<file path="src/sv/i2cms_pkg.sv">
// Shared types and constants for the I2C master transfer sequencer.
// Holds the item structs, the phase enum, request and status codes.
// No dependencies.
package i2cms_pkg;

  localparam int unsigned TXB_DEPTH = 16;
  localparam int unsigned TXB_AW    = $clog2(TXB_DEPTH);
  localparam int unsigned CNT_W     = 5;
  localparam logic [CNT_W-1:0] MAX_BYTES = CNT_W'(16);

  // request types
  localparam logic [1:0] REQ_LOAD  = 2'd0;
  localparam logic [1:0] REQ_START = 2'd1;
  localparam logic [1:0] REQ_EVENT = 2'd2;

  // engine status codes
  localparam logic [7:0] ST_START        = 8'h08;
  localparam logic [7:0] ST_RSTART       = 8'h10;
  localparam logic [7:0] ST_SLA_W_ACK    = 8'h18;
  localparam logic [7:0] ST_SLA_W_NACK   = 8'h20;
  localparam logic [7:0] ST_DATA_TX_ACK  = 8'h28;
  localparam logic [7:0] ST_DATA_TX_NACK = 8'h30;
  localparam logic [7:0] ST_ARB_LOST     = 8'h38;
  localparam logic [7:0] ST_SLA_R_ACK    = 8'h40;
  localparam logic [7:0] ST_SLA_R_NACK   = 8'h48;
  localparam logic [7:0] ST_DATA_RX_ACK  = 8'h50;
  localparam logic [7:0] ST_DATA_RX_NACK = 8'h58;

  typedef enum logic [2:0] {
    PH_IDLE    = 3'd0,
    PH_PENDING = 3'd1,
    PH_BUSY    = 3'd2,
    PH_DONE    = 3'd3,
    PH_FAIL    = 3'd4
  } phase_t;

  typedef struct packed {
    logic [1:0]        req_type;
    logic [TXB_AW-1:0] load_index;
    logic [7:0]        load_byte;
    logic              is_read;
    logic [6:0]        slave_addr;
    logic [7:0]        slave_reg;
    logic [CNT_W-1:0]  byte_count;
    logic [7:0]        status_code;
    logic [7:0]        rx_byte;
  } in_item_t;

  typedef struct packed {
    logic              data_write_valid;
    logic [7:0]        data_write_byte;
    logic              set_start;
    logic              clear_start;
    logic              set_stop;
    logic              set_ack;
    logic              clear_ack;
    logic              bus_enable;
    logic              rx_valid;
    logic [TXB_AW-1:0] rx_index;
    logic [2:0]        transfer_state;
  } out_item_t;

endpackage

</file>
<file path="src/sv/i2cms_in_reg.sv">
// Input register stage of the transfer sequencer.
// Captures one beat and holds it until the result register takes it.
// Depends on i2cms_pkg.
module i2cms_in_reg
  import i2cms_pkg::*;
(
  input  logic     clk,
  input  logic     rst_n,
  input  logic     in_valid,
  output logic     in_ready,
  input  in_item_t in_item,
  input  logic     take,
  output logic     item_valid,
  output in_item_t item
);

  logic     valid_r, valid_nxt;
  in_item_t item_r;

  assign in_ready   = !valid_r || take;
  assign item_valid = valid_r;
  assign item       = item_r;

  always_comb begin
    valid_nxt = valid_r;
    if (in_ready) begin
      valid_nxt = in_valid;
    end
  end

  always_ff @(posedge clk) begin
    if (!rst_n) begin
      valid_r <= 1'b0;
    end else begin
      valid_r <= valid_nxt;
    end
  end

  always_ff @(posedge clk) begin
    if (in_ready && in_valid) begin
      item_r <= in_item;
    end
  end

endmodule

</file>
<file path="src/sv/i2cms_seq.sv">
// Transfer state and status-event decoder of the sequencer.
// Holds phase, counters, target and transmit buffer; decides one result per beat.
// Depends on i2cms_pkg.
module i2cms_seq
  import i2cms_pkg::*;
(
  input  logic      clk,
  input  logic      rst_n,
  input  logic      adv,
  input  in_item_t  item,
  output out_item_t res
);

  phase_t            phase_r, phase_nxt;
  logic              read_pending_r, read_pending_nxt;
  logic [CNT_W-1:0]  bytes_left_r, bytes_left_nxt;
  logic [TXB_AW-1:0] byte_pos_r, byte_pos_nxt;
  logic [6:0]        target_addr_r, target_addr_nxt;
  logic [7:0]        target_reg_r, target_reg_nxt;
  logic [7:0]        txb_r [TXB_DEPTH];

  logic             active;
  logic [CNT_W-1:0] cnt_sat;
  logic [7:0]       tx_byte;

  assign active  = (item.req_type == REQ_EVENT) &&
                   (phase_r == PH_PENDING || phase_r == PH_BUSY);
  assign cnt_sat = (item.byte_count > MAX_BYTES) ? MAX_BYTES : item.byte_count;
  assign tx_byte = txb_r[byte_pos_r];

  // next state
  always_comb begin
    phase_nxt        = phase_r;
    read_pending_nxt = read_pending_r;
    bytes_left_nxt   = bytes_left_r;
    byte_pos_nxt     = byte_pos_r;
    target_addr_nxt  = target_addr_r;
    target_reg_nxt   = target_reg_r;
    if (item.req_type == REQ_START) begin
      read_pending_nxt = item.is_read;
      target_addr_nxt  = item.slave_addr;
      target_reg_nxt   = item.slave_reg;
      bytes_left_nxt   = cnt_sat;
      byte_pos_nxt     = '0;
      phase_nxt        = PH_PENDING;
    end else if (active) begin
      case (item.status_code)
        ST_START:     phase_nxt = PH_BUSY;
        ST_RSTART:    ;
        ST_SLA_W_ACK: ;
        ST_SLA_R_ACK: ;
        ST_DATA_TX_ACK: begin
          if (read_pending_r) begin
            read_pending_nxt = 1'b0;
          end else if (bytes_left_r != '0) begin
            byte_pos_nxt   = byte_pos_r + 1'b1;
            bytes_left_nxt = bytes_left_r - 1'b1;
          end else begin
            phase_nxt = PH_DONE;
          end
        end
        ST_DATA_RX_ACK: begin
          byte_pos_nxt = byte_pos_r + 1'b1;
          if (bytes_left_r != '0) begin
            bytes_left_nxt = bytes_left_r - 1'b1;
          end
        end
        ST_DATA_RX_NACK: begin
          byte_pos_nxt = byte_pos_r + 1'b1;
          phase_nxt    = PH_DONE;
        end
        default: phase_nxt = PH_FAIL;
      endcase
    end
  end

  // result fields
  always_comb begin
    res                = '0;
    res.bus_enable     = (phase_nxt == PH_PENDING) || (phase_nxt == PH_BUSY);
    res.transfer_state = phase_nxt;
    if (item.req_type == REQ_START) begin
      res.set_start = 1'b1;
    end else if (active) begin
      case (item.status_code)
        ST_START: begin
          res.data_write_valid = 1'b1;
          res.data_write_byte  = {target_addr_r, 1'b0};
          res.clear_start      = 1'b1;
        end
        ST_RSTART: begin
          res.data_write_valid = 1'b1;
          res.data_write_byte  = {target_addr_r, 1'b1};
          res.clear_start      = 1'b1;
        end
        ST_SLA_W_ACK: begin
          res.data_write_valid = 1'b1;
          res.data_write_byte  = target_reg_r;
        end
        ST_SLA_W_NACK: res.set_stop = 1'b1;
        ST_DATA_TX_ACK: begin
          if (read_pending_r) begin
            res.set_start = 1'b1;
          end else if (bytes_left_r != '0) begin
            res.data_write_valid = 1'b1;
            res.data_write_byte  = tx_byte;
          end else begin
            res.set_stop = 1'b1;
          end
        end
        ST_SLA_R_ACK:  res.set_ack  = (bytes_left_r > CNT_W'(1));
        ST_SLA_R_NACK: res.set_stop = 1'b1;
        ST_DATA_RX_ACK: begin
          res.rx_valid  = 1'b1;
          res.rx_index  = byte_pos_r;
          res.clear_ack = (bytes_left_r == CNT_W'(2));
        end
        ST_DATA_RX_NACK: begin
          res.rx_valid = 1'b1;
          res.rx_index = byte_pos_r;
        end
        default: ;
      endcase
    end
  end

  always_ff @(posedge clk) begin
    if (!rst_n) begin
      phase_r        <= PH_IDLE;
      read_pending_r <= 1'b0;
      bytes_left_r   <= '0;
      byte_pos_r     <= '0;
      target_addr_r  <= '0;
      target_reg_r   <= '0;
    end else if (adv) begin
      phase_r        <= phase_nxt;
      read_pending_r <= read_pending_nxt;
      bytes_left_r   <= bytes_left_nxt;
      byte_pos_r     <= byte_pos_nxt;
      target_addr_r  <= target_addr_nxt;
      target_reg_r   <= target_reg_nxt;
    end
  end

  // transmit buffer, no reset
  always_ff @(posedge clk) begin
    if (adv && item.req_type == REQ_LOAD) begin
      txb_r[item.load_index] <= item.load_byte;
    end
  end

endmodule

</file>
<file path="src/sv/i2cms_out_reg.sv">
// Result register of the transfer sequencer.
// Holds one finished result beat until the receiver takes it.
// Depends on i2cms_pkg.
module i2cms_out_reg
  import i2cms_pkg::*;
(
  input  logic      clk,
  input  logic      rst_n,
  input  logic      res_valid,
  input  out_item_t res,
  output logic      load,
  input  logic      out_ready,
  output logic      out_valid,
  output out_item_t out_item
);

  logic      valid_r, valid_nxt;
  out_item_t item_r;

  assign load      = res_valid && (!valid_r || out_ready);
  assign out_valid = valid_r;
  assign out_item  = item_r;

  always_comb begin
    valid_nxt = valid_r;
    if (load) begin
      valid_nxt = 1'b1;
    end else if (out_ready) begin
      valid_nxt = 1'b0;
    end
  end

  always_ff @(posedge clk) begin
    if (!rst_n) begin
      valid_r <= 1'b0;
    end else begin
      valid_r <= valid_nxt;
    end
  end

  always_ff @(posedge clk) begin
    if (load) begin
      item_r <= res;
    end
  end

endmodule

</file>
<file path="src/sv/i2c_master_transfer_sequencer_unit.sv">
// I2C master register transfer sequencer, top level.
// Input channel (in_valid/in_ready) takes three kinds of beats: a transmit byte
// load into the 16-slot buffer, a transfer start (direction, target address,
// register, byte count) and a status event from the byte-level I2C engine.
// Every input beat yields exactly one result beat on out_valid/out_ready,
// carrying the engine commands (data register write, START/STOP/ACK control),
// the enable level, a captured-byte marker and the transfer phase.
// Path: an accepted beat sits in the input register, is decoded against the
// transfer state and is written into the result register once that register
// is empty or being read; out_valid is high while it holds the result.
// Throughput: one beat per cycle; the decode is a single case on the held
// state and the transfer state advances as each beat enters the result register.
// When the receiver stalls, the result register holds and the input register
// still takes one more beat; after that in_ready drops until out_ready returns.
// Reset (rst_n low, synchronous) empties both registers and returns the
// transfer to idle; the transmit buffer is not cleared and must be loaded
// before the bytes of a write are sent.
// Depends on i2cms_pkg, i2cms_in_reg, i2cms_seq and i2cms_out_reg.
module i2c_master_transfer_sequencer_unit
  import i2cms_pkg::*;
(
  input  logic                  clk,
  input  logic                  rst_n,
  input  logic                  in_valid,
  output logic                  in_ready,
  input  logic [1:0]            in_req_type,
  input  logic [TXB_AW-1:0]     in_load_index,
  input  logic [7:0]            in_load_byte,
  input  logic                  in_is_read,
  input  logic [6:0]            in_slave_addr,
  input  logic [7:0]            in_slave_reg,
  input  logic [CNT_W-1:0]      in_byte_count,
  input  logic [7:0]            in_status_code,
  input  logic [7:0]            in_rx_byte,
  output logic                  out_valid,
  input  logic                  out_ready,
  output logic                  out_data_write_valid,
  output logic [7:0]            out_data_write_byte,
  output logic                  out_set_start,
  output logic                  out_clear_start,
  output logic                  out_set_stop,
  output logic                  out_set_ack,
  output logic                  out_clear_ack,
  output logic                  out_bus_enable,
  output logic                  out_rx_valid,
  output logic [TXB_AW-1:0]     out_rx_index,
  output logic [2:0]            out_transfer_state
);

  in_item_t  in_item;
  in_item_t  item;
  logic      item_valid;
  logic      adv;
  out_item_t res;
  out_item_t out_item;

  assign in_item = '{
    req_type:    in_req_type,
    load_index:  in_load_index,
    load_byte:   in_load_byte,
    is_read:     in_is_read,
    slave_addr:  in_slave_addr,
    slave_reg:   in_slave_reg,
    byte_count:  in_byte_count,
    status_code: in_status_code,
    rx_byte:     in_rx_byte
  };

  i2cms_in_reg u_in_reg (
    .clk        (clk),
    .rst_n      (rst_n),
    .in_valid   (in_valid),
    .in_ready   (in_ready),
    .in_item    (in_item),
    .take       (adv),
    .item_valid (item_valid),
    .item       (item)
  );

  i2cms_seq u_seq (
    .clk   (clk),
    .rst_n (rst_n),
    .adv   (adv),
    .item  (item),
    .res   (res)
  );

  i2cms_out_reg u_out_reg (
    .clk       (clk),
    .rst_n     (rst_n),
    .res_valid (item_valid),
    .res       (res),
    .load      (adv),
    .out_ready (out_ready),
    .out_valid (out_valid),
    .out_item  (out_item)
  );

  assign out_data_write_valid = out_item.data_write_valid;
  assign out_data_write_byte  = out_item.data_write_byte;
  assign out_set_start        = out_item.set_start;
  assign out_clear_start      = out_item.clear_start;
  assign out_set_stop         = out_item.set_stop;
  assign out_set_ack          = out_item.set_ack;
  assign out_clear_ack        = out_item.clear_ack;
  assign out_bus_enable       = out_item.bus_enable;
  assign out_rx_valid         = out_item.rx_valid;
  assign out_rx_index         = out_item.rx_index;
  assign out_transfer_state   = out_item.transfer_state;

  // a beat leaving the input register always shows up as a result next cycle
  a_adv_fills_out: assert property (@(posedge clk) disable iff (!rst_n)
    adv |=> out_valid)
    else $error("decoded beat did not reach the result register");

  // enable level follows the reported phase
  a_enable_phase: assert property (@(posedge clk) disable iff (!rst_n)
    out_valid |-> (out_bus_enable ==
      (out_transfer_state == PH_PENDING || out_transfer_state == PH_BUSY)))
    else $error("bus enable disagrees with transfer phase");

  // never request and withdraw START in the same beat
  a_start_excl: assert property (@(posedge clk) disable iff (!rst_n)
    out_valid |-> !(out_set_start && out_clear_start))
    else $error("START set and cleared together");

  // idle payload fields stay zero
  a_zero_fields: assert property (@(posedge clk) disable iff (!rst_n)
    out_valid |-> ((out_data_write_valid || out_data_write_byte == 8'd0) &&
                   (out_rx_valid || out_rx_index == '0)))
    else $error("unused result field is not zero");

endmodule
</file>
<file path="config.mk">
export PLATFORM = sky130hd
export DESIGN_NAME = i2c_master_transfer_sequencer_unit
export DESIGN_NICKNAME = d
export VERILOG_FILES = /design/src/sv/i2cms_pkg.sv /design/src/sv/i2cms_in_reg.sv /design/src/sv/i2cms_seq.sv /design/src/sv/i2cms_out_reg.sv /design/src/sv/i2c_master_transfer_sequencer_unit.sv
export SDC_FILE = /design/constraint.sdc
export NUM_CORES = 1
export LEC_CHECK = 0
export BUFFER_PORTS_ARGS = -buffer_cell sky130_fd_sc_hd__buf_4
export CORE_AREA = 2 2 125 127
export CTS_BUF_LIST = sky130_fd_sc_hd__clkbuf_8
export CTS_CLUSTER_DIAMETER = 200
export DETAILED_ROUTE_END_ITERATION = 10
export DIE_AREA = 0 0 127 129
export PLACE_DENSITY = 0.8
export SLEW_MARGIN = 10
export SYNTH_ARGS = -nofsm -noshare
export SYNTH_HDL_FRONTEND = slang
export SYNTH_SLANG_ARGS = --single-unit
</file>
<file path="constraint.sdc">
create_clock -name clk -period 3.45 [get_ports clk]
set_clock_uncertainty 0.2 [all_clocks]
set_input_delay 0.345 -clock clk [delete_from_list [all_inputs] [get_ports clk]]
set_output_delay 0.345 -clock clk [all_outputs]
set_load 0.05 [all_outputs]
</file>
Word-level counts from Yosys, hierarchy flattened
Memory sizes are Yosys's and may differ from the RTL's. A register that Yosys moved wholly into a read port is not among the register bits.
Index checks and enable logic that the tools add are counted.
Widths: inputs -> output; s select.
{"block": "totals", "register_bits": 96, "ram_bits": 128, "out_inout_bits": 25, "mem_count": 1}
{"block": "op_classes", "addsub": 2, "n_lt_le_gt_ge": 2, "eq_ne": 18, "mux": 38, "bitwise_logic": 4, "reduce_logical": 29}
{"memory": "u_seq.txb_r", "depth": 16, "width": 8, "read_ports": 1, "rd_clocked_by_memory_dff": 1, "wr": 1, "line_no": "i2cms_seq.sv:20", "source": "logic [7:0] txb_r [TXB_DEPTH];"}
{"op": "$pmux 9 s4", "n": 1}
{"op": "$mux 5", "n": 7}
{"op": "$eq 8x7->1 const B", "n": 4}
{"op": "$mux 4", "n": 6}
{"op": "$mux 9", "n": 2}
{"op": "$eq 8x5->1 const B", "n": 2}
{"op": "$eq 8x6->1 const B", "n": 2}
{"op": "$mux 1", "n": 14}
{"op": "$mux 3", "n": 4}
{"op": "$pmux 3 s4", "n": 1}
{"op": "$pmux 5 s2", "n": 1}
{"op": "$reduce_or 3->1", "n": 3}
{"op": "$eq 8x4->1 const B", "n": 1}
{"op": "$pmux 4 s2", "n": 1}
{"op": "$reduce_or 2->1", "n": 4}
{"op": "$eq 3x1->1 const B", "n": 2}
{"op": "$eq 3x2->1 const B", "n": 2}
{"op": "$reduce_bool 2->1", "n": 3}
{"op": "$reduce_bool 3->1", "n": 2}
{"op": "$eq 5x2->1 const B", "n": 1}
{"op": "$gt 5x1->1 const B", "n": 1}
{"op": "$gt 5x5->1 const B", "n": 1}
{"op": "$reduce_and 5->1", "n": 1}
{"op": "$reduce_bool 5->1", "n": 1}
{"op": "other kinds (16)", "n": 26}

Depth between registers and ports, before layout
Gate-level depths: netlist (run 1).
{"block": "depth", "word_depth": 8, "depth_mapped": 8, "ltp_nobuf": 8}

Hierarchy
A second synthesis (run 1) with hierarchy kept.
{"block": "hier_totals", "hier_cells": 543, "area_unflattened_um2": 9183.8}
{"module": "i2cms_seq", "instances": 1, "cells_each": 460, "area_per_inst_um2": 6856.6}
{"module": "i2cms_in_reg", "instances": 1, "cells_each": 56, "area_per_inst_um2": 1589.0}
{"module": "i2cms_out_reg", "instances": 1, "cells_each": 27, "area_per_inst_um2": 738.2}

Least setup slack after synthesis (run 1)
No wires, ideal clock.
{"block": "synth_path", "path_type": "reg2reg", "startpoint": "reg u_out_reg.valid_r, in the netlist u_out_reg.out_valid", "endpoint": "reg with a tool-made name", "arrival_time_ns": 2.638, "path_slack_ns": 0.541, "stages_incl_launch_ff": 8, "path_buffers": 1, "path_cell_list": "dfxtp_1 -> nor2b_1 -> nand2b_1 -> clkinv_1 -> nand2_1 -> clkbuf_1 -> nand2_1 -> nor2_1"}
{"element": "start: declaration", "line_no": "i2cms_out_reg.sv:17", "source": "logic valid_r, valid_nxt;"}
{"element": "start signal: assignment", "line_no": "i2cms_out_reg.sv:37", "source": "valid_r <= valid_nxt;"}

Worst setup path after layout (run 1)
{"block": "layout_path", "startpoint": "in out_ready", "endpoint": "mem u_seq.txb_r[8][0] (enable)"}
{"block": "layout_between", "elab_chain_len": 5}
{"element": "start: declaration", "line_no": "i2c_master_transfer_sequencer_unit.sv:36", "source": "input logic out_ready,"}
{"element": "$logic_or 1x1->1", "line_no": "i2cms_out_reg.sv:20", "source": "assign load = res_valid && (!valid_r || out_ready);"}
{"element": "$logic_and 1x1->1", "line_no": "i2cms_out_reg.sv:20"}
{"element": "$logic_and 1x1->1", "line_no": "i2cms_seq.sv:147", "source": "if (adv && item.req_type == REQ_LOAD) begin"}
{"element": "$mux 1", "line_no": "i2cms_seq.sv:147"}
{"element": "$mux 1 (not written as such)", "line_no": "i2cms_seq.sv:148", "source": "txb_r[item.load_index] <= item.load_byte;"}
{"element": "end: declaration", "line_no": "i2cms_seq.sv:20"}
Every way passes these cells.

==> results.txt, run 1 <==
- Routability cong.: 0.9240
- Flop pwr share: 0.563
- The routed design has 19190 um of wire.
* GR Overflow Total: 0
* Synth-to-layout area growth: 22.55%
- IR analysis of the VDD net gives a maximum drop of 0.4257 mV.
* First DRT Iteration DRCs: around 600
- Warnings from Yosys: 0
* Fin nets: 751
- Data arrival at the endpoint of the critical path: between 2000 and 3000 ps
- Number of unique standard cell types used by synthesis: 53
- The first detailed-routing pass took 5 iterations.
- In this run the clock root is driven by a sky130_fd_sc_hd__clkbuf_8.
- Switching Fraction: 0.2208
- Resize count post-CTS: 0
- Minimum hold slack: 278.4 ps
- TritonCTS built the clock tree.
- The run finished with clean final reports.
* Multiplexer fraction of the synthesized cell area: 0.1027
* Primary flip-flop cell chosen by synthesis mapping: sky130_fd_sc_hd__edfxtp_1
- Biggest fanout along the worst timing path: 6
* Clk buf depth: 3
- Post-CTS timing repair inserted 0 buffers for setup.
- The share of total power dissipated in combinational logic is 0.045.
- Synthesis handed over a netlist of 532 instances.
- Unrepaired setup endpoints after global routing: no
* Fraction of final layout cells with drive strength greater than 1: 0.2601
- In this run the power spent charging and discharging nets is 1.216 mW.
- Number of diodes added for antenna fixing: 0
- Of the total synthesized cell area, the portion taken by full adders, half adders and majority gates is 0.006985.
- Min Tclk post-route: 2839 ps
- The initial antenna violation count came to 0.
* Via count of the first global-routing pass: 5414
* Simple-gate share of the synthesized area: 0.08773
- Endpoints failing setup: 0
* Count of placed standard cells including taps: 793
* Post-route insts no fill: 907
- Cell leakage power: 3.800 nW
- Internal Pwr Total: 4.289 mW
* Final period util: 0.8228
- Remaining DRCs: 0
* Post-synthesis share of cell area spent on xor and xnor gates: 0.004890
* Max Slew Vio Count: 0
* Total standard cell area after synthesis: between 0.008 and 0.009 sq mm
- The die is 129 um tall.
- After detailed routing, the number of vias per cell comes to 5.985.
- Async SR Flop Fraction: 0
- Number of flops mapped to enable cells by yosys: just under 200
- At the pin with the least slew margin, the transition time is approximately 1100 ps.
- Proportion of netlist area held by the largest area contributor: 0.6505
* Clock latency reported for the late side of the worst-skew pair: 540 ps
* TritonCTS buffer count: 37
- The area fraction in compound gates after synthesis was 0.05728.
- Floorplan die area: 0.01638 sq mm
- The die is 127 um wide.
* Count of fill cells added during filler insertion: 856
* Starting density of the core: 0.5980
- Crit path launch type: primary input
- Based on the critical path, the design can be clocked at up to between 300 and 400 MHz.
* Clock edge transition at the registers on the reported setup and hold paths: 60 ps
- Main combinational cell family by area after synthesis: multiplexers
- Highest-count cells in the layout ignoring fill and taps: 194 x sky130_fd_sc_hd__edfxtp_1, 94 x sky130_fd_sc_hd__buf_4, 50 x sky130_fd_sc_hd__nand2_1
- Adding up every negative setup slack in the final design gives 0 ps.
- The core region is 0.01498 sq mm.
* Final hold violations: 0
- The routed layout has 5428 vias.
- During I/O placement, the number of pins put on the boundary was 80.
* Post-detailed-placement half-perimeter wirelength: 11650 um
- First-pass GRT wire length: slightly below 30000 um
- Total Routing Usage GR: 0.2408
- Leaving out fill and tap cells, the most frequent cell in the layout is sky130_fd_sc_hd__edfxtp_1.
- Clock network fraction of design power: 0.392
- Counting flops and latches in the post-synthesis netlist gives 228.
- Data required time at the worst endpoint: between 3000 and 4000 ps
* Routed Antenna Nets: 0
* Pin count of the biggest net entering global routing: 44
- Fraction of the yosys area taken by sequential cells: 0.7265
* Post-synthesis cell type with the largest combined area: sky130_fd_sc_hd__edfxtp_1
- Total design power: 5.505 mW
- Post-Synthesis Net Count: between 500 and 600
- Cell types occupying the most area after synthesis: sky130_fd_sc_hd__edfxtp_1 65%, sky130_fd_sc_hd__mux4_2 8.8%, sky130_fd_sc_hd__dfxtp_1 7.6%
- Across the run, the number of max-cap violations was 0.
* Cell Rows: 45
* CTS sink cnt: 228
* Slew margin rel.: 0.2577
- Dividing the detail-routed wire length by the instance count gives 21.16 um.
- Port buffering added 71 buffers.
- The worst setup path is captured at a flop.
* Critical path type: primary input to flop
* Synthesized area per cell: 16.83 sq um
* Htree depth: 2
- Power per cell area: 501.6 mW/mm^2
- The path class of the tightest hold or removal check is flop to flop.
==> critical path: stages <==
cell and delay, ps:
sky130_fd_sc_hd__dlygate4sd3_1 540, sky130_fd_sc_hd__buf_4 110, sky130_fd_sc_hd__nor2b_1 60, sky130_fd_sc_hd__nand2b_1 290, sky130_fd_sc_hd__nor4_1 460, sky130_fd_sc_hd__nand2_1 200
sky130_fd_sc_hd__nor3_1 580, sky130_fd_sc_hd__buf_4 280
==> what timing repair did <==
item                       CTS  global route
setup endpoints to repair    0             0
hold buffers                47             0
hold endpoints to repair    54             0
==> sequential cells by signal (all words and copies together), names as in the netlist, named ones only <==
register              cells
u_seq.txb_r             128
u_in_reg.item            43
u_out_reg.out_item       23
u_seq.target_reg_r        8
u_seq.target_addr_r       7
u_seq.bytes_left_r        5
u_seq.byte_pos_r          4
u_seq.phase_r             3
u_in_reg.item_valid       1
u_out_reg.out_valid       1
u_seq.read_pending_r      1
==> cell usage after synthesis, types with 2 or more instances <==
library cell               number
sky130_fd_sc_hd__edfxtp_1     194
sky130_fd_sc_hd__nand2_1       50
sky130_fd_sc_hd__mux4_2        35
sky130_fd_sc_hd__dfxtp_1       34
sky130_fd_sc_hd__nor2_1        33
sky130_fd_sc_hd__a21boi_0      17
sky130_fd_sc_hd__clkbuf_1      16
sky130_fd_sc_hd__a21oi_1       14
sky130_fd_sc_hd__nor3_1        13
sky130_fd_sc_hd__o21ai_0       12
sky130_fd_sc_hd__nand2b_1      10
sky130_fd_sc_hd__nand3_1        9
sky130_fd_sc_hd__nor2b_1        7
sky130_fd_sc_hd__a22oi_1        5
sky130_fd_sc_hd__a31oi_1        5
sky130_fd_sc_hd__and2_1         5
sky130_fd_sc_hd__and3_1         5
sky130_fd_sc_hd__ha_1           5
sky130_fd_sc_hd__mux4_1         5
sky130_fd_sc_hd__nand4_1        5
sky130_fd_sc_hd__a21o_1         3
sky130_fd_sc_hd__a222oi_1       3
sky130_fd_sc_hd__buf_2          3
sky130_fd_sc_hd__inv_1          3
sky130_fd_sc_hd__nor4_1         3
sky130_fd_sc_hd__o211a_1        3
sky130_fd_sc_hd__o211ai_1       3
sky130_fd_sc_hd__xor2_1         3
sky130_fd_sc_hd__nand3b_1       2
sky130_fd_sc_hd__nor3b_1        2
sky130_fd_sc_hd__or4_1          2
sky130_fd_sc_hd__xnor2_1        2
==> metal layers <==
| metal | vias to the layer above | global-route usage | part of all wire |
|---|---|---|---|
| met5 | - | 0 | 0 |
| met4 | 0 | 0.08145 | 0.019 |
| met3 | 35 | 0.04823 | 0.066 |
| met2 | 242 | 0.4111 | 0.51 |
| met1 | 2727 | 0.3153 | 0.40 |
| li1 | 2424 | - | - |
==> layout make-up <==
cell class,instances,area (sq um),share of cell area
Clock buffer,42,578.1,0.05267
Clock inverter,25,117.6,0.01072
Inverter,4,15.01,0.001368
Multi-Input combinational cell,278,2326,0.2119
Sequential cell,228,6507,0.5929
Tap cell,188,235.2,0.02143
Timing Repair Buffer,142,1196,0.1090
==> power by group through the flow <==
stage / combinational (mW) / sequential, mW / clock, mW
after floorplan: 0.0863 / 3.17 / 0
after global placement: 0.193 / 3.15 / 0
after detailed placement: 0.199 / 3.15 / 0
after CTS: 0.244 / 3.10 / 2.19
after global routing: 0.263 / 3.10 / 2.32
final: 0.248 / 3.10 / 2.16
==> final timing paths <==
check | from | to | slack (ps) | cells past startpoint
setup / recovery | out_ready | u_seq.txb_r[8][0] | 610 | 8
hold reg to reg | u_seq.target_reg_r[3] | u_seq.target_reg_r[3] | 280 | 2
hold / removal | u_seq.target_reg_r[3] | u_seq.target_reg_r[3] | 280 | 2
setup reg to reg | u_in_reg.item[11] | u_out_reg.out_item[21] | 620 | 4
==> logic make-up after synthesis <==
group	after synthesis
compound gates	73
buf+inv	26
flops	228
mux	40
xor+xnor	5
fa+ha+maj	5
simple gates	155
==> stage by stage <==
step / worst slack, ps / util / area (sq um)
global route: 384.1 / 0.7328 / 10980
detailed placement: 691.3 / 0.6550 / 9809
finish: 611.4 / 0.7328 / 10980
floorplan: 541.2 / - / 8956
CTS: 685.0 / 0.7328 / 10980
global placement: 723.4 / 0.6550 / 9809
(Power assumes the default switching activity.)
==> run 2, diff against run 1 <==
- CORE_AREA: 2 2 125 127 -> 2 2 131 133
- DIE_AREA: 0 0 127 129 -> 0 0 133 135
- PLACE_DENSITY: 0.8 -> 0.77
- clock period: 3.45 -> 2.4 ns (I/O delays scaled with it)
==> run 2 against run 1 <==
- the flow now finishes with violations (negative setup slack)
- sequential power rose by 44%
- sequential share of layout area fell by 2.9 points
- core utilization fell by 2.9 points
- final area rose by 5.2%
- cell count rose by 8.6%
- worst setup slack got worse by 750 ps
- critical endpoint is now u_out_reg.out_item[20]
- largest power group unchanged
==> results.txt, run 2 (synthesis results as in run 1) <==
- The initial antenna violation count came to 0.
- At the end of routability-driven placement, the weighted congestion stood at 0.8721.
* Critical path type: flop to flop
- IR analysis of the VDD net gives a maximum drop of 0.5058 mV.
- Data arrival at the endpoint of the critical path: 2610 ps
* Min-delay worst type: primary input to flop
* Multi-input gate area in the final layout: 0.002414 sq mm
- Of the total power, the share spent switching nets is 0.2221.
* Final period util: 1.058
- Clock tree synthesis selected as its root buffer the cell sky130_fd_sc_hd__clkbuf_8.
- In the post-route analysis, the smallest setup slack over all paths is -140.3 ps.
- Die Y-Extent: 135 um
* Cell leakage power: 4.080 nW
- Data required time at the worst endpoint: 2470 ps
- Violations in the final reports: negative setup slack
- Commonest non-fill, non-tap cell in the layout: sky130_fd_sc_hd__edfxtp_1
- The register with the most flip-flops in the layout has 128 of them.
- The slowest stage of the critical path belongs to the cell sky130_fd_sc_hd__mux4_2.
* Worst path most repeated cell: sky130_fd_sc_hd__mux4_2
- Htree depth: 2
- From synthesis to final layout, the design area changed by 28.93%.
* Endpoints failing setup: 7
- # IOs: 80
- The repair_antennas step left the layout with diodes totalling 0.
* Reg area: around 0.0065 sq mm
* X dimension of the die: 133 um
- Global routing finished with a remaining overflow of 0.
- First-pass GRT wire length: 31380 um
* Remaining DRCs: 0
- Of the total power, combinational logic draws 0.051.
- Total number of vias: ~5700
- Setup WS pre-CTS: -55.57 ps
* Count of placed standard cells including taps: 862
* Total wire length after detailed routing: ~21000 um
- Clock network fraction of design power: 0.394
* Worst r2r path cells: 6
* Clk buf depth: 3
- Cell Rows: 47
- Timing would allow up to about 400 MHz.
- In the final routed layout, each cell accounts on average for 21.20 um.
* Number of I/O port buffers: between 70 and 80
* Clock edge transition at the registers on the reported setup and hold paths: 70 ps
- The flow ran to the end, but the final reports show violations.
- Post-route insts no fill: 985
- The initial utilization of the core area, before any placement, comes to 0.5459.
* Fraction of final layout cells with drive strength greater than 1: 0.3281
- Setup repair after global routing could not meet its margin everywhere.
- Clock latency reported for the late side of the worst-skew pair: 550 ps
- Max-cap violations: 0
- Post-detailed-placement half-perimeter wirelength: 12540 um
- Slew margin rel.: 0.2839
- Ranked by flip-flop count, first place goes to u_seq.txb_r.
- CTS sink cnt: between 200 and 250
- The critical path goes through buf_12 > buf_4 > mux4_2 > mux4_2 > a222oi_1 > nor2_1.
- After detailed routing, the number of vias per cell comes to between 5 and 6.
- Along the worst hold path, the cell count comes to 2.
- Routed Antenna Nets: 0
- Pre-Repair DR Iteration Count: 6
- STA classifies the critical path endpoint as a flop.
* Count of fill cells added during filler insertion: 975
* First DRT Iteration DRCs: 621
- Crit path launch type: flop
* Critical path's largest stage delay: 500 ps
- Highest-count cells in the layout ignoring fill and taps: 194 x sky130_fd_sc_hd__edfxtp_1, 133 x sky130_fd_sc_hd__buf_4, 49 x sky130_fd_sc_hd__dlygate4sd3_1
- Via count of the first global-routing pass: 5767
- Floorplan die area: 0.01796 sq mm
- CTS tree: yes
- Entering global routing, the biggest net connects 44 pins.
- Max Slew Vio Count: 0
- On the final layout, the worst hold slack is ~210 ps.
- The core region is ~0.016 sq mm.
- At the end of the flow, the number of nets in the layout was approximately 800.
- Actual slew at the worst max-slew pin: 1074 ps
- Along the worst path, the maximum fanout reaches 8.
- Flop pwr share: 0.556
- The internal power of the cells totals 6.227 mW.
- Buffers inserted during clock tree synthesis total 37.
* Psw: about 1.8 mW
- After layout, the minimum clock period comes to 2540 ps.
- Final hold violations: 0
- Total Routing Usage GR: 0.2315
- Power per cell area: 693.3 mW/mm^2
[run 2: layout make-up]
cell class | count | area share
multi-input combinational | 278 | 0.2090
clock buffer | 40 | 0.04768
clock inverter | 26 | 0.01214
timing repair buffer | 189 | 0.1421
tap | 220 | 0.02384
sequential | 228 | 0.5639
inverter | 4 | 0.001409
[run 2: path summary, 6_finish.rpt]
| check | startpoint | endpoint | slack [ps] |
|---|---|---|---|
| worst min register to register | u_seq.target_reg_r[6] | u_seq.target_reg_r[6] | 270 |
| worst max-delay path | flop | u_out_reg.out_item[20] | -140 |
| worst min-delay path | in_req_type[0] | u_in_reg.item[49] | 210 |
| worst max register to register | flop | u_out_reg.out_item[20] | -140 |
[run 2: critical path, delay by kind of cell (launching register included)]
| kind | cells | cell delay, ps |
|---|---|---|
| muxes | 2 | 970 |
| DFF | 1 | 390 |
| AOI/OAI and AO/OA | 1 | 360 |
| buffers and inverters | 2 | 270 |
| and+or+nand+nor | 1 | 100 |
[run 2: repair_timing]
item                                    4_1_cts  5_1_grt
gates resized for setup                       4       22
setup buffers                                 0        6
hold buffers                                 49        0
gates cloned                                  1        1
endpoints found under the setup margin        4       28
pin swaps                                     3       12
endpoints found under the hold margin        77        0
[run 2: stage by stage]
step | util | cell area (sq um) | TNS (ps) | power, mW
CTS | 0.6929 | 11370 | -90.79 | 7.995
global route | 0.7038 | 11550 | -830.6 | 8.265
finish | 0.7038 | 11550 | -287.3 | 8.005
global placement | 0.6189 | 10150 | -52.08 | 4.827
floorplan | - | 8960 | 0 | 4.676
detailed placement | 0.6189 | 10150 | -131.6 | 4.843
[run 2: layer usage]
layer	up-vias	wire, um	global-route usage
met5	-	0	0
met4	0	541	0.08841
met3	52	1586	0.05856
met2	310	10680	0.3952
met1	2858	8075	0.2881
li1	2516	-	-
[run 2: power by group through the flow]
stage | registers, mW | clock network (mW) | logic (mW)
after global placement | 4.52 | 0 | 0.309
after global routing | 4.46 | 3.38 | 0.432
final | 4.45 | 3.15 | 0.406
after CTS | 4.44 | 3.17 | 0.387
after floorplan | 4.55 | 0 | 0.125
after detailed placement | 4.52 | 0 | 0.318
==> run 3, diff against run 2 <==
- GPL_TIMING_DRIVEN: default -> 0
==> run 3 against run 2 <==
- the run still ends with negative setup slack left
- cell count fell by 3.1%
- sequential cell count unchanged
- wire length increased by 0.64%
- critical path type unchanged
- largest power group unchanged
==> results.txt, run 3 (synthesis results as in run 1) <==
* Run status: complete, but fails checks
- Violations in the final reports: negative setup slack
* Startpoint of the worst setup timing path: u_in_reg.item[9]
- In the routed design, unresolved DRC markers number 0.
* Number of gates on the worst path with buffers counted: 7
- After clock tree synthesis, the clock-pin slew on the worst setup and hold paths is 60 ps.
* Cell at the slowest stage of the critical path: sky130_fd_sc_hd__nor4b_4
* Htree depth: 2
* Launch instance of the worst register-to-register path: u_in_reg.item[9]
* Cells along the critical path: buf_4 > nor4b_4 > nand4_1 > a31oi_1 > a2bb2oi_2 > or4_1 > nand3_1
* Reg-to-reg setup timing slack: -150 ps
- After filler insertion, the fill cell instance count of the layout stands at 993.
- Reg area: roughly 0.0065 sq mm
- STA puts the critical path data arrival time at 2600 ps.
- For this run, the post-layout net count is 769.
* First-pass GRT wire length: 31930 um
- Floorplan die area: around 0.018 sq mm
* TritonCTS buffer count: 37
* Via count of the first global-routing pass: roughly 5600
* Endpoints failing setup: 11
- Unrepaired setup endpoints after global routing: yes
- The path class of the tightest hold or removal check is primary input to flop.
- The floorplan step set the die height to 135 um.
* Pre-Repair DR Iteration Count: 6
- u_seq.txb_r holds more flip-flops than any other register.
* Cell area reported after detailed placement: 0.009796 sq mm
* Max FFs per register: 128
- Power per cell area: 688.1 mW/mm^2
* Routability cong.: approximately 0.94
* Routed Antenna Nets: 0
- Max Slew Vio Count: 0
- The critical path ends at u_out_reg.out_item[8].
- In the layout the commonest cells are 194 x sky130_fd_sc_hd__edfxtp_1, 90 x sky130_fd_sc_hd__buf_4, 48 x sky130_fd_sc_hd__nand2_1.
- Number of diodes added for antenna fixing: 0
* Buf/Inv on CP: 1
- Clock root cell: sky130_fd_sc_hd__clkbuf_8
- IR analysis of the VDD net gives a maximum drop of 0.5381 mV.
- Min Tclk post-route: 2552 ps
- Setup TNS: -715.4 ps
* Fraction of final layout cells with drive strength greater than 1: 0.3202
- Capture instance of the worst register-to-register path: u_out_reg.out_item[8]
- For this design the top-level I/O count stands at 80.
- The first routing iteration left 595 violations.
- Clk buf depth: 3
- GR Overflow Total: 0
* Synth-to-layout area growth: 27.20%
- The final route contains 5577 vias.
- The cell family contributing the most delay on the critical path is simple AND/OR/NAND/NOR gates.
- Setup slack on the critical path of the routed design comes to -151.7 ps.
- Entering global routing, the biggest net connects 44 pins.
* Starting density of the core: 0.5459
* Actual slew at the worst max-slew pin: 1089 ps
- Max-cap violations: 0
- Crit path launch type: flop
* Element type at the critical path end: flop
- CTS tree: yes
- After detailed routing, the average wire length per cell comes to around 22 um.
- Worst r2r path cells: 7
* Number of antenna violations at the first check in global routing: 0
- The floorplan step defined a core boundary enclosing 0.01641 sq mm.
- Headroom to the max-slew limit came out at 0.2741.
* Final period util: 1.063
- Post-route standard cell area excluding fillers: roughly 0.011 sq mm
- Post-detailed-placement half-perimeter wirelength: 12540 um
* Biggest fanout along the worst timing path: 5
- Achievable frequency: 391.9 MHz
- The final layout contains routed wiring with a total length of 21020 um.
* Cell leakage power: 3.897 nW
- In this design, the stage delay of the slowest critical-path cell is 440 ps.
* CTS sink cnt: 228
- Summing all multi-input logic gate instances after layout gives roughly 0.0026 sq mm.
- Final hold violations: 0
- Measured along the x axis, the die boundary spans 133 um.
* Number of I/O port buffers: 71
* Total Routing Usage GR: 0.2366
- The critical path is of the flop to flop type.
- The clock reaches the later pin of the worst-skew pair after between 500 and 600 ps.
* Number of vias per cell: 5.846
- The library cell used most frequently in the layout, excluding fill and tap cells, is sky130_fd_sc_hd__edfxtp_1.
* Data required time at the worst endpoint: 2440 ps
* Cell Rows: 47
run 3: metrics by stage:
| stage | std cells | utilization | power (mW) | hold WS [ps] | setup WS (ps) |
|---|---|---|---|---|---|
| after floorplan | 532 | - | 4.676 | 138.9 | 7.174 |
| after global placement | 823 | 0.5954 | 4.812 | 218.4 | -807.5 |
| after detailed placement | 824 | 0.5970 | 4.828 | 219.5 | -535.0 |
| after CTS | 951 | 0.6889 | 7.831 | 209.9 | -117.0 |
| after global routing | 954 | 0.6943 | 8.080 | 215.3 | -185.4 |
| final | 954 | 0.6943 | 7.839 | 223.6 | -151.7 |
run 3: area by class of cell:
cell class,count,share of cell area
sequential,228,0.5713
buffer,21,0.01230
timing repair buffer,139,0.1059
multi-input combinational,278,0.2268
inverter,4,0.001977
clock buffer,39,0.04712
clock inverter,25,0.01043
tap,220,0.02416
run 3: what timing repair did:
| action | 4_1_cts | 5_1_grt |
|---|---|---|
| resized for setup | 63 | 20 |
| gates cloned | 1 | 0 |
| setup endpoints to repair | 161 | 162 |
| buffers inserted | 16 | 3 |
| pin swaps | 9 | 7 |
| hold buffers | 47 | 0 |
| hold endpoints to repair | 46 | 0 |
run 3: how the worst min path moves through the flow:
stage / start / slack, ps / end / cells after the start
after detailed placement: in_status_code[7] / 220 / u_in_reg.item[15] / 1
after floorplan: in_status_code[2] / 140 / u_in_reg.item[10] / 0
after global placement: in_load_byte[6] / 220 / u_in_reg.item[43] / 1
after global routing: in_byte_count[0] / 220 / u_in_reg.item[16] / 2
after CTS: in_status_code[4] / 210 / u_in_reg.item[12] / 2
final: in_byte_count[0] / 220 / u_in_reg.item[16] / 2
run 3: per-layer routing:
metal	global-route usage	vias up	part of all wire
met5	0	-	0
met4	0.07826	0	0.024
met3	0.04617	46	0.070
met2	0.4044	301	0.51
met1	0.3090	2772	0.39
li1	-	2458	-
run 3: where the power goes:
part / internal (mW) / total (mW) / leakage, nW / switching [mW]
Sequential: 4.38 / 4.46 / 2.07 / 0.0835
Combinational: 0.186 / 0.407 / 1.44 / 0.221
Clock: 1.51 / 2.97 / 0.386 / 1.46
Total: 6.07 / 7.84 / 3.90 / 1.77
